**config.mk**
```make
export PLATFORM = sky130hd
export DESIGN_NAME = base64_stream_encoder_top
export DESIGN_NICKNAME = d
export VERILOG_FILES = /design/src/b64enc_pkg.sv /design/src/base64_stream_encoder_top.sv /design/src/b64enc_front.sv /design/src/b64enc_fifo.sv /design/src/b64enc_back.sv
export SDC_FILE = /design/constraint.sdc
export NUM_CORES = 1
export LEC_CHECK = 0
export BUFFER_PORTS_ARGS = -buffer_cell sky130_fd_sc_hd__buf_2
export CORE_MARGIN = 8
export CORE_UTILIZATION = 50
export DETAILED_ROUTE_END_ITERATION = 7
export PLACE_DENSITY = 0.67
export SETUP_SLACK_MARGIN = 0.5
export SYNTH_ARGS = -nofsm -noshare
export SYNTH_HDL_FRONTEND = slang
export SYNTH_SLANG_ARGS = --single-unit
```
**constraint.sdc**
```tcl
create_clock -name clk -period 3.2 [get_ports clk]
set_clock_uncertainty 0.2 [all_clocks]
set_input_delay 0.32 -clock clk [delete_from_list [all_inputs] [get_ports clk]]
set_output_delay 0.32 -clock clk [all_outputs]
set_load 0.01 [all_outputs]
```
**src/b64enc_pkg.sv**
```systemverilog
package b64enc_pkg;

    typedef struct packed
    {
        logic [7:0] in_byte;
        logic       final_byte;
    } in_item_t;

    typedef struct packed
    {
        logic [7:0] out_char;
        logic       last_char;
    } out_item_t;

    // One 24-bit group queued between the front and the back
    typedef struct packed
    {
        logic [23:0] group;
        logic [1:0]  zeros;
        logic        fin;
    } group_t;

    localparam int unsigned SEXTET_W  = 6;
    localparam logic [1:0]  MAX_HELD  = 2'd2;
    localparam logic [1:0]  LAST_SLOT = 2'd3;
    localparam logic [2:0]  NUM_SLOTS = 3'd4;
    localparam logic [7:0]  PAD_CHAR  = 8'h00;

    function automatic logic [7:0] b64_char(input logic [SEXTET_W-1:0] idx);
        logic [7:0] wide;
        wide = {2'b00, idx};
        if (idx < 6'd26)
        begin
            return 8'h41 + wide;
        end
        else if (idx < 6'd52)
        begin
            return 8'h61 + wide - 8'd26;
        end
        else if (idx < 6'd62)
        begin
            return 8'h30 + wide - 8'd52;
        end
        else if (idx == 6'd62)
        begin
            return 8'h2B;
        end
        else
        begin
            return 8'h2F;
        end
    endfunction

endpackage

```
**src/base64_stream_encoder_top.sv**
```systemverilog
// Base64 stream encoder.
// Input channel src: one byte per transaction with final_byte set on the last
// byte of a message. Output channel dst: one character per transaction, with
// last_char set on the fourth character of the final group. A short final
// group gives zero bytes where padding would stand.
// The front collects bytes into 24-bit groups and accepts one byte per cycle
// while the group queue has room. The back turns the queued group at the head
// into four characters, one per cycle while dst does not stall, through an
// output register. With the back idle, the group that completes is written
// into the queue and then its first character is loaded into the output
// register, which raises dst_valid; the rest follow one per cycle while dst
// does not stall. The single character path of the back sets the sustained
// rate; bursts up to QUEUE_DEPTH groups are absorbed at one byte per cycle.
// Reset clears the held bytes, the queue and the output valid.
// A stall on dst holds the current character; the back stops, the queue fills
// and then src_stall rises until a group slot frees up.
module base64_stream_encoder_top
#(
    parameter int unsigned QUEUE_DEPTH = 2
)
(
    input  logic                  clk,
    input  logic                  rst_n,
    input  logic                  src_valid,
    output logic                  src_stall,
    input  b64enc_pkg::in_item_t  src_data,
    output logic                  dst_valid,
    input  logic                  dst_stall,
    output b64enc_pkg::out_item_t dst_data
);
    import b64enc_pkg::*;

    logic   q_push;
    logic   q_pop;
    logic   q_full;
    logic   q_empty;
    group_t q_entry;
    group_t q_head;

    b64enc_front u_front
    (
        .clk       (clk),
        .rst_n     (rst_n),
        .src_valid (src_valid),
        .src_stall (src_stall),
        .src_data  (src_data),
        .q_full    (q_full),
        .q_push    (q_push),
        .q_entry   (q_entry)
    );

    b64enc_fifo #(.DEPTH(QUEUE_DEPTH)) u_fifo
    (
        .clk       (clk),
        .rst_n     (rst_n),
        .push      (q_push),
        .push_data (q_entry),
        .pop       (q_pop),
        .head      (q_head),
        .full      (q_full),
        .empty     (q_empty)
    );

    b64enc_back u_back
    (
        .clk       (clk),
        .rst_n     (rst_n),
        .head      (q_head),
        .q_empty   (q_empty),
        .q_pop     (q_pop),
        .dst_valid (dst_valid),
        .dst_stall (dst_stall),
        .dst_data  (dst_data)
    );

endmodule

```
**src/b64enc_front.sv**
```systemverilog
module b64enc_front
(
    input  logic                clk,
    input  logic                rst_n,
    input  logic                src_valid,
    output logic                src_stall,
    input  b64enc_pkg::in_item_t src_data,
    input  logic                q_full,
    output logic                q_push,
    output b64enc_pkg::group_t  q_entry
);
    import b64enc_pkg::*;

    logic [15:0] pending_bytes_reg;
    logic [15:0] pending_bytes_next;
    logic [1:0]  pending_count_reg;
    logic [1:0]  pending_count_next;
    logic [1:0]  held;
    logic        accept;
    logic        collect;

    // Saturate a corrupt count at two held bytes
    assign held      = (pending_count_reg > MAX_HELD) ? MAX_HELD : pending_count_reg;
    assign src_stall = q_full;
    assign accept    = src_valid && !src_stall;
    assign collect   = !src_data.final_byte && (held < MAX_HELD);
    assign q_push    = accept && !collect;

    always_comb
    begin
        unique case (held)
            2'd0:    q_entry.group = {src_data.in_byte, 16'h0000};
            2'd1:    q_entry.group = {pending_bytes_reg[7:0], src_data.in_byte, 8'h00};
            default: q_entry.group = {pending_bytes_reg, src_data.in_byte};
        endcase
        q_entry.zeros = src_data.final_byte ? (MAX_HELD - held) : 2'd0;
        q_entry.fin   = src_data.final_byte;
    end

    always_comb
    begin
        pending_bytes_next = pending_bytes_reg;
        pending_count_next = pending_count_reg;
        if (accept)
        begin
            if (collect)
            begin
                pending_bytes_next = {pending_bytes_reg[7:0], src_data.in_byte};
                pending_count_next = held + 2'd1;
            end
            else
            begin
                pending_bytes_next = 16'h0000;
                pending_count_next = 2'd0;
            end
        end
    end

    always_ff @(posedge clk or negedge rst_n)
    begin
        if (!rst_n)
        begin
            pending_bytes_reg <= 16'h0000;
            pending_count_reg <= 2'd0;
        end
        else
        begin
            pending_bytes_reg <= pending_bytes_next;
            pending_count_reg <= pending_count_next;
        end
    end

endmodule

```
**src/b64enc_fifo.sv**
```systemverilog
module b64enc_fifo
#(
    parameter int unsigned DEPTH = 2
)
(
    input  logic               clk,
    input  logic               rst_n,
    input  logic               push,
    input  b64enc_pkg::group_t push_data,
    input  logic               pop,
    output b64enc_pkg::group_t head,
    output logic               full,
    output logic               empty
);
    import b64enc_pkg::*;

    localparam int unsigned PTR_W = (DEPTH > 1) ? $clog2(DEPTH) : 1;
    localparam int unsigned CNT_W = $clog2(DEPTH + 1);

    group_t           entries_reg [DEPTH];
    logic [PTR_W-1:0] wr_ptr_reg;
    logic [PTR_W-1:0] wr_ptr_next;
    logic [PTR_W-1:0] rd_ptr_reg;
    logic [PTR_W-1:0] rd_ptr_next;
    logic [CNT_W-1:0] count_reg;
    logic [CNT_W-1:0] count_next;

    assign full  = (count_reg == CNT_W'(DEPTH));
    assign empty = (count_reg == '0);
    assign head  = entries_reg[rd_ptr_reg];

    always_comb
    begin
        wr_ptr_next = wr_ptr_reg;
        rd_ptr_next = rd_ptr_reg;
        count_next  = count_reg;
        if (push)
        begin
            wr_ptr_next = (wr_ptr_reg == PTR_W'(DEPTH - 1)) ? '0 : wr_ptr_reg + 1'b1;
        end
        if (pop)
        begin
            rd_ptr_next = (rd_ptr_reg == PTR_W'(DEPTH - 1)) ? '0 : rd_ptr_reg + 1'b1;
        end
        if (push && !pop)
        begin
            count_next = count_reg + 1'b1;
        end
        else if (pop && !push)
        begin
            count_next = count_reg - 1'b1;
        end
    end

    always_ff @(posedge clk)
    begin
        if (push)
        begin
            entries_reg[wr_ptr_reg] <= push_data;
        end
    end

    always_ff @(posedge clk or negedge rst_n)
    begin
        if (!rst_n)
        begin
            wr_ptr_reg <= '0;
            rd_ptr_reg <= '0;
            count_reg  <= '0;
        end
        else
        begin
            wr_ptr_reg <= wr_ptr_next;
            rd_ptr_reg <= rd_ptr_next;
            count_reg  <= count_next;
        end
    end

    a_no_overflow: assert property (@(posedge clk) disable iff (!rst_n)
        full && !pop |-> !push)
        else $error("group queue written while full");

    a_no_underflow: assert property (@(posedge clk) disable iff (!rst_n)
        empty |-> !pop)
        else $error("group queue read while empty");

    a_count_bound: assert property (@(posedge clk) disable iff (!rst_n)
        count_reg <= CNT_W'(DEPTH))
        else $error("group queue count beyond depth");

    a_count_step: assert property (@(posedge clk) disable iff (!rst_n)
        push && !pop |=> count_reg == $past(count_reg) + 1'b1)
        else $error("group queue count did not advance on write");

endmodule

```
**src/b64enc_back.sv**
```systemverilog
module b64enc_back
(
    input  logic                 clk,
    input  logic                 rst_n,
    input  b64enc_pkg::group_t   head,
    input  logic                 q_empty,
    output logic                 q_pop,
    output logic                 dst_valid,
    input  logic                 dst_stall,
    output b64enc_pkg::out_item_t dst_data
);
    import b64enc_pkg::*;

    logic [1:0]          slot_reg;
    logic [1:0]          slot_next;
    logic                out_valid_reg;
    logic                out_valid_next;
    out_item_t           out_data_reg;
    logic                load;
    logic                blank;
    logic [SEXTET_W-1:0] sextet;
    out_item_t           item;

    assign load  = !q_empty && (!out_valid_reg || !dst_stall);
    assign q_pop = load && (slot_reg == LAST_SLOT);
    // Trailing slots of a short final group carry a zero byte
    assign blank = ({1'b0, slot_reg} + {1'b0, head.zeros}) >= NUM_SLOTS;

    always_comb
    begin
        unique case (slot_reg)
            2'd0:    sextet = head.group[23:18];
            2'd1:    sextet = head.group[17:12];
            2'd2:    sextet = head.group[11:6];
            default: sextet = head.group[5:0];
        endcase
        item.out_char  = blank ? PAD_CHAR : b64_char(sextet);
        item.last_char = head.fin && (slot_reg == LAST_SLOT);
    end

    always_comb
    begin
        slot_next      = load ? slot_reg + 2'd1 : slot_reg;
        out_valid_next = load ? 1'b1 : (out_valid_reg && dst_stall);
    end

    always_ff @(posedge clk or negedge rst_n)
    begin
        if (!rst_n)
        begin
            slot_reg      <= 2'd0;
            out_valid_reg <= 1'b0;
        end
        else
        begin
            slot_reg      <= slot_next;
            out_valid_reg <= out_valid_next;
        end
    end

    always_ff @(posedge clk)
    begin
        if (load)
        begin
            out_data_reg <= item;
        end
    end

    assign dst_valid = out_valid_reg;
    assign dst_data  = out_data_reg;

endmodule
```
; ---- Yosys cells after proc, flatten, opt, wreduce, memory -nomap -nowiden
; Memory sizes are Yosys's and may differ from the RTL's.
; Cells that the tools add are included.
[word_totals]
ff_bits = 34
mem_bits_rw = 54
inputBits = 13
output_inout_bits = 11
n_memories = 1
[mem_list]
columns = name, words, width, read_ports, rd_ports_with_merged_regs, wr, line_no
row1 = u_fifo.entries_reg, 2, 27, 1, 0, 1, b64enc_fifo.sv:20  ; group_t entries_reg [DEPTH];
[classes]
addsub = 13
magnitude_cmp = 6
n_eq_ne = 6
mux = 17
reduce_logical = 22
[ops]
columns = cell, n
row1 = one-hot mux 24 bit (2 select lines), 1
row2 = 2-to-1 mux 8 bit, 3
row3 = one-hot mux 6 bit (3 select lines), 1
row4 = adder 7 x 6 -> 8 bit (first input constant), 2
row5 = 2-to-1 mux 16 bit, 1
row6 = < comparator 6 bit (second input constant), 2
row7 = 2-to-1 mux 2 bit, 5
row8 = logical AND 1 bit, 9
row9 = logical NOT 1 bit, 8
row10 = subtractor 8 x 5 -> 8 bit (second input constant), 1
row11 = subtractor 8 x 6 -> 8 bit (second input constant), 1
row12 = adder 6 x 6 -> 7 bit (first input constant), 1
row13 = adder 2 x 1 -> 2 bit (second input constant), 3
row14 = equality test 2 bit (second input constant), 3
row15 = equality test 6 bit (second input constant), 1
row16 = logical NOT 2 bit, 3
row17 = < comparator 6 x 5 -> 1 bit (second input constant), 1
row18 = 2-to-1 mux 1 bit, 5
row19 = equality test 2 x 1 -> 1 bit (second input constant), 2
row20 = adder 2 x 2 -> 3 bit, 1
row21 = greater-or-equal comparator 3 bit (second input constant), 1
row22 = 2-to-1 mux 3 bit, 1
row23 = adder 1 bit (second input constant), 2
row24 = > comparator 2 bit (second input constant), 1
row25 = other kinds (5), 5

; ---- Longest topological paths before layout
[depth]
depth_word = 10
mapped_depth = 14
ltp_nobuf = 12

; ---- Hierarchy
; Synthesis repeated with hierarchy kept, for this count alone.
[hier_totals]
cells_unflattened = 294
area_unflattened_um2 = 4231.6
[by_module_without_submodules]
columns = module, n_inst, cells_each, area_each_um2, seq_area_each_um2
row1 = b64enc_fifo, 1, 100, 2234.6, 1721.7
row2 = b64enc_front, 1, 97, 1019.7, 450.4
row3 = b64enc_back, 1, 97, 977.2, 345.3

; ---- Worst setup path after synthesis
; OpenSTA, ideal clock, no wires.
[synth_timing]
kind = reg-to-reg
startpoint = reg u_fifo.count_reg[1]
endpoint = mem u_fifo.entries_reg[0][0] in the netlist's numbering (enable)
arrival_time_ps = 2733
required_ps = 2555
setup_slack_ps = -178
stages_incl_launch_ff = 5
n_path_buf = 1
period_less_slack_ps = 3378
cell_sequence = dfrtp_1 > inv_1 > o21ai_0 > clkbuf_1 > nor3_1
[synth_via]
elab_chain_cells = 6
[synth_rtl]
columns = item, line_no
row1 = "start, declared", b64enc_fifo.sv:25  ; logic [CNT_W-1:0] count_reg;
row2 = "start signal, assigned", b64enc_fifo.sv:75  ; count_reg <= count_next;
row3 = equality test 2 bit, b64enc_fifo.sv:28  ; assign full = (count_reg == CNT_W'(DEPTH));
row4 = logical NOT 1 bit, b64enc_front.sv:25  ; assign accept = src_valid && !src_stall;
row5 = logical AND 1 bit, b64enc_front.sv:25
row6 = logical AND 1 bit, b64enc_front.sv:27  ; assign q_push = accept && !collect;
row7 = 2-to-1 mux 1 bit, b64enc_fifo.sv:57  ; if (push)
row8 = 2-to-1 mux 1 bit (implied by the code), b64enc_fifo.sv:59  ; entries_reg[wr_ptr_reg] <= push_data;
row9 = "end, declared", b64enc_fifo.sv:20
; Every way passes these cells.

; ---- Final worst setup path
[layout_timing]
startpoint = reg u_back.slot_reg[0]
endpoint = reg u_back.out_data_reg, in the netlist u_back.dst_data[4], data pin
[layout_via]
elab_chain_cells = 7
word_cells_on_any_way = 17
classes_between = 6 x add/sub / 4 x order compare / 2 x eq/ne / 4 x mux / 1 x reduce/logical
[layout_rtl]
columns = item, line_no
row1 = "start, declared", b64enc_back.sv:14  ; logic [1:0] slot_reg;
row2 = "start signal, assigned", b64enc_back.sv:56  ; slot_reg <= slot_next;
row3 = "equality test 2 bit, or another cell as far along", b64enc_back.sv:31  ; unique case (slot_reg)
row4 = one-hot mux 6 bit (3 select lines), b64enc_back.sv:31
row5 = adder 6 x 6 -> 7 bit, b64enc_pkg.sv:42  ; return 8'h30 + wide - 8'd52;
row6 = subtractor 8 x 6 -> 8 bit, b64enc_pkg.sv:42
row7 = 2-to-1 mux 8 bit, b64enc_pkg.sv:40  ; else if (idx < 6'd62)
row8 = 2-to-1 mux 8 bit, b64enc_pkg.sv:36  ; else if (idx < 6'd52)
row9 = 2-to-1 mux 8 bit, b64enc_pkg.sv:32  ; if (idx < 6'd26)
row10 = "end signal, assigned", b64enc_back.sv:65  ; out_data_reg <= item;
row11 = "end, declared", b64enc_back.sv:18  ; out_item_t out_data_reg;
; Parallel ways exist; a longest one is shown, timed or not.
; A chain may end at the register's enable or synchronous reset.

==> results.toml <==
[outcome]
run_status = "finished, final reports clean"

[finish]
multiInputGateArea_um2 = 1870
num-fill-cells = 617
largest_reg_flops = 54
syn_to_final_growth_pct = 22.7
regArea_um2 = 2520
n_antenna_cell = 0
nNetsFinal = 426
fin_util_pct = 63.1
drive_above_1_share_pct = 33.8

[sta]
slew_violations = 0
max_freq_ghz = 0.348
final_hold_viol_count = 0
fin_crit_ps = 2870
post-route-period-util_pct = 89.7
worstMarginPinSlew_ps = 827
hold_slack_ps = 23.9
max_slew_margin_pct = 44.8
fin_setup_tns_ps = 0
setup_viol = 0
rsz0062_at_grt = "yes"
setup_ws_ps = 329

[worst_setup_path]
cp_max_fo = 7
crit_required_ps = 3110
path_cells = "inv_4, ha_4, buf_4, a22oi_1, nand3_1, and3_4, ha_4, and2_4, a211o_4, a211oi_2, a211oi_2"
crit_family = "compound AO/OA/AOI/OAI gates"
cpMaxStageDelayCell = "dfrtp_2"
start_kind = "register"
critical_path_class = "register to register"
cp-end-kind = "register"
path_buf_inv = 2
max_stage_delay_ps = 460
worstPathArrival_ps = 2780

[synthesis]
synth-edff-count = 63
ys.flop_type = "edfxtp_1"
syn_inst = 343
async_flop_share_pct = 28.4
ys_top_cells_by_count = "edfxtp_1, nand2_1, dfrtp_1"
synth_seq_area_share_pct = 59.5
synth-seq-cells = 88
avgSynthCellArea_um2 = 12.3
yosysTopAreaCellShare_pct = 44.7
syn_area_um2 = 4230
synth_cell_types = 50
yosysMostFrequentCell = "edfxtp_1"
synth_nets = 372
synth_area_leader_cell = "edfxtp_1"
yosysWarnings = 0
synthTopCellsByArea = "edfxtp_1, dfrtp_1, ha_1"

[floorplanning]
die_h_um = 108
die_x_um = 108
ios = 24
core_um2 = 8220
core.rowCount = 33
start_util_pct = 51.5
fp.dieArea_um2 = 11700

[clocking]
cts-htree-levels = 3
insertion_delay_ps = 350
cts.sinks = 88
cts_tree = "done"
cts_max_path_buffers = 2
path_clk_slew_ps = 100
numCtsBuffers = 9
root_buffer = "clkbuf_8"

[global_route]
grt_pass1_wl_mm = 15.2
grt_max_degree = 46
antenna_found_initial = 0
overflow = 0
grt_pass1_vias = 2951
grt_usage_pct = 16.8

[placement]
post-dp-hpwl_mm = 6.03
gp_congestion = 0.877
portBuffers = 23
place_worst_setup_slack_ps = -97.9

[route]
routedWlPerCell_um = 18.3
vias = 2935
drc = 0
firstDrtPassIters = 5
antenna_left = 0
first_iter_violations = 256
vias_per_cell = 5.79
drt_wl_total_mm = 9.29

[min_path]
min_path_type = "input pin to register"

[run]
maxCapViolCount = 0
placed cells by master, fill, tap and decap left out, types with 4 or more instances in the layout:
| cell type | instances |
|---|---|
| nand3_1 | 8 |
| buf_2 | 23 |
| dfrtp_1 | 22 |
| clkbuf_8 | 10 |
| edfxtp_1 | 63 |
| ha_1 | 6 |
| mux2i_1 | 17 |
| a22oi_1 | 7 |
| ha_4 | 8 |
| and2_1 | 10 |
| a21oi_1 | 5 |
| nor2_1 | 6 |
| nand2_1 | 51 |
| a22o_1 | 16 |
| o21ai_0 | 20 |
| xnor2_1 | 4 |
| buf_4 | 34 |
| a222oi_1 | 4 |
| inv_4 | 5 |
| a211oi_2 | 4 |
| inv_1 | 5 |
cell families after synthesis:
| kind of cell | Yosys count | share of synthesized area (%) |
|---|---|---|
| AO/OA/AOI/OAI | 78 | 13.8 |
| XOR/XNOR | 6 | 1.24 |
| adder cells (fa/ha/maj) | 16 | 4.74 |
| buffers and inverters | 29 | 3.52 |
| flip-flops | 88 | 59.5 |
| multiplexers | 20 | 4.82 |
| AND/OR/NAND/NOR | 106 | 12.4 |
timing repair:
item,CTS,global route
hold endpoints to repair,26,0
setup buffers,18,4
gates cloned,1,0
pin swaps,24,12
hold buffers,2,0
gates resized for setup,41,7
endpoints found under the setup margin,8,8
cell type report:
| cell class | instances | area share (%) |
|---|---|---|
| Clock inverter | 5 | 0.868 |
| Clock buffer | 11 | 3.14 |
| Multi-Input combinational cell | 227 | 36.1 |
| Timing Repair Buffer | 60 | 7.74 |
| Tap cell | 105 | 2.53 |
| Inverter | 11 | 1.04 |
| Sequential cell | 88 | 48.6 |
per-layer routing:
metal	track usage, %	wire (um)
met5	0	0
met4	6.94	254
met3	4.22	446
met2	26.9	4520
met1	21.3	4070
per-stage QoR:
| stage | std cells | instance area, um2 |
|---|---|---|
| after floorplan | 343 | 4340 |
| after global placement | 466 | 4570 |
| after detailed placement | 466 | 4570 |
| after CTS | 503 | 5130 |
| after global routing | 507 | 5190 |
| final | 507 | 5190 |
worst register-to-register path, cell delays in order, from the launching register on:
cell and delay [ps]:
dfrtp_2 460, inv_4 80, ha_4 190, buf_4 140, a22oi_1 180, nand3_1 100, and3_4 230, ha_4 200
and2_4 200, a211o_4 340, a211oi_2 240, a211oi_2 70
final timing paths:
check | depth (start not counted) | slack, ps | startpoint | end
setup / recovery | 11 | 330 | u_back.slot_reg[0] | u_back.dst_data[4]
hold / removal | 2 | 20 | src_data[4] | u_front.pending_bytes_reg[3]
max in group asynchronous | 2 | 2090 | rst_n | u_back.slot_reg[1]
setup reg to reg | 11 | 330 | u_back.slot_reg[0] | u_back.dst_data[4]
min in group asynchronous | 2 | 290 | rst_n | u_front.pending_bytes_reg[7]
hold reg to reg | 2 | 300 | u_fifo.count_reg[1] | u_back.dst_valid
Power is left out: the tool's default activity adds up to more than one toggle a clock period on the data nets, which glitch-free logic cannot reach.
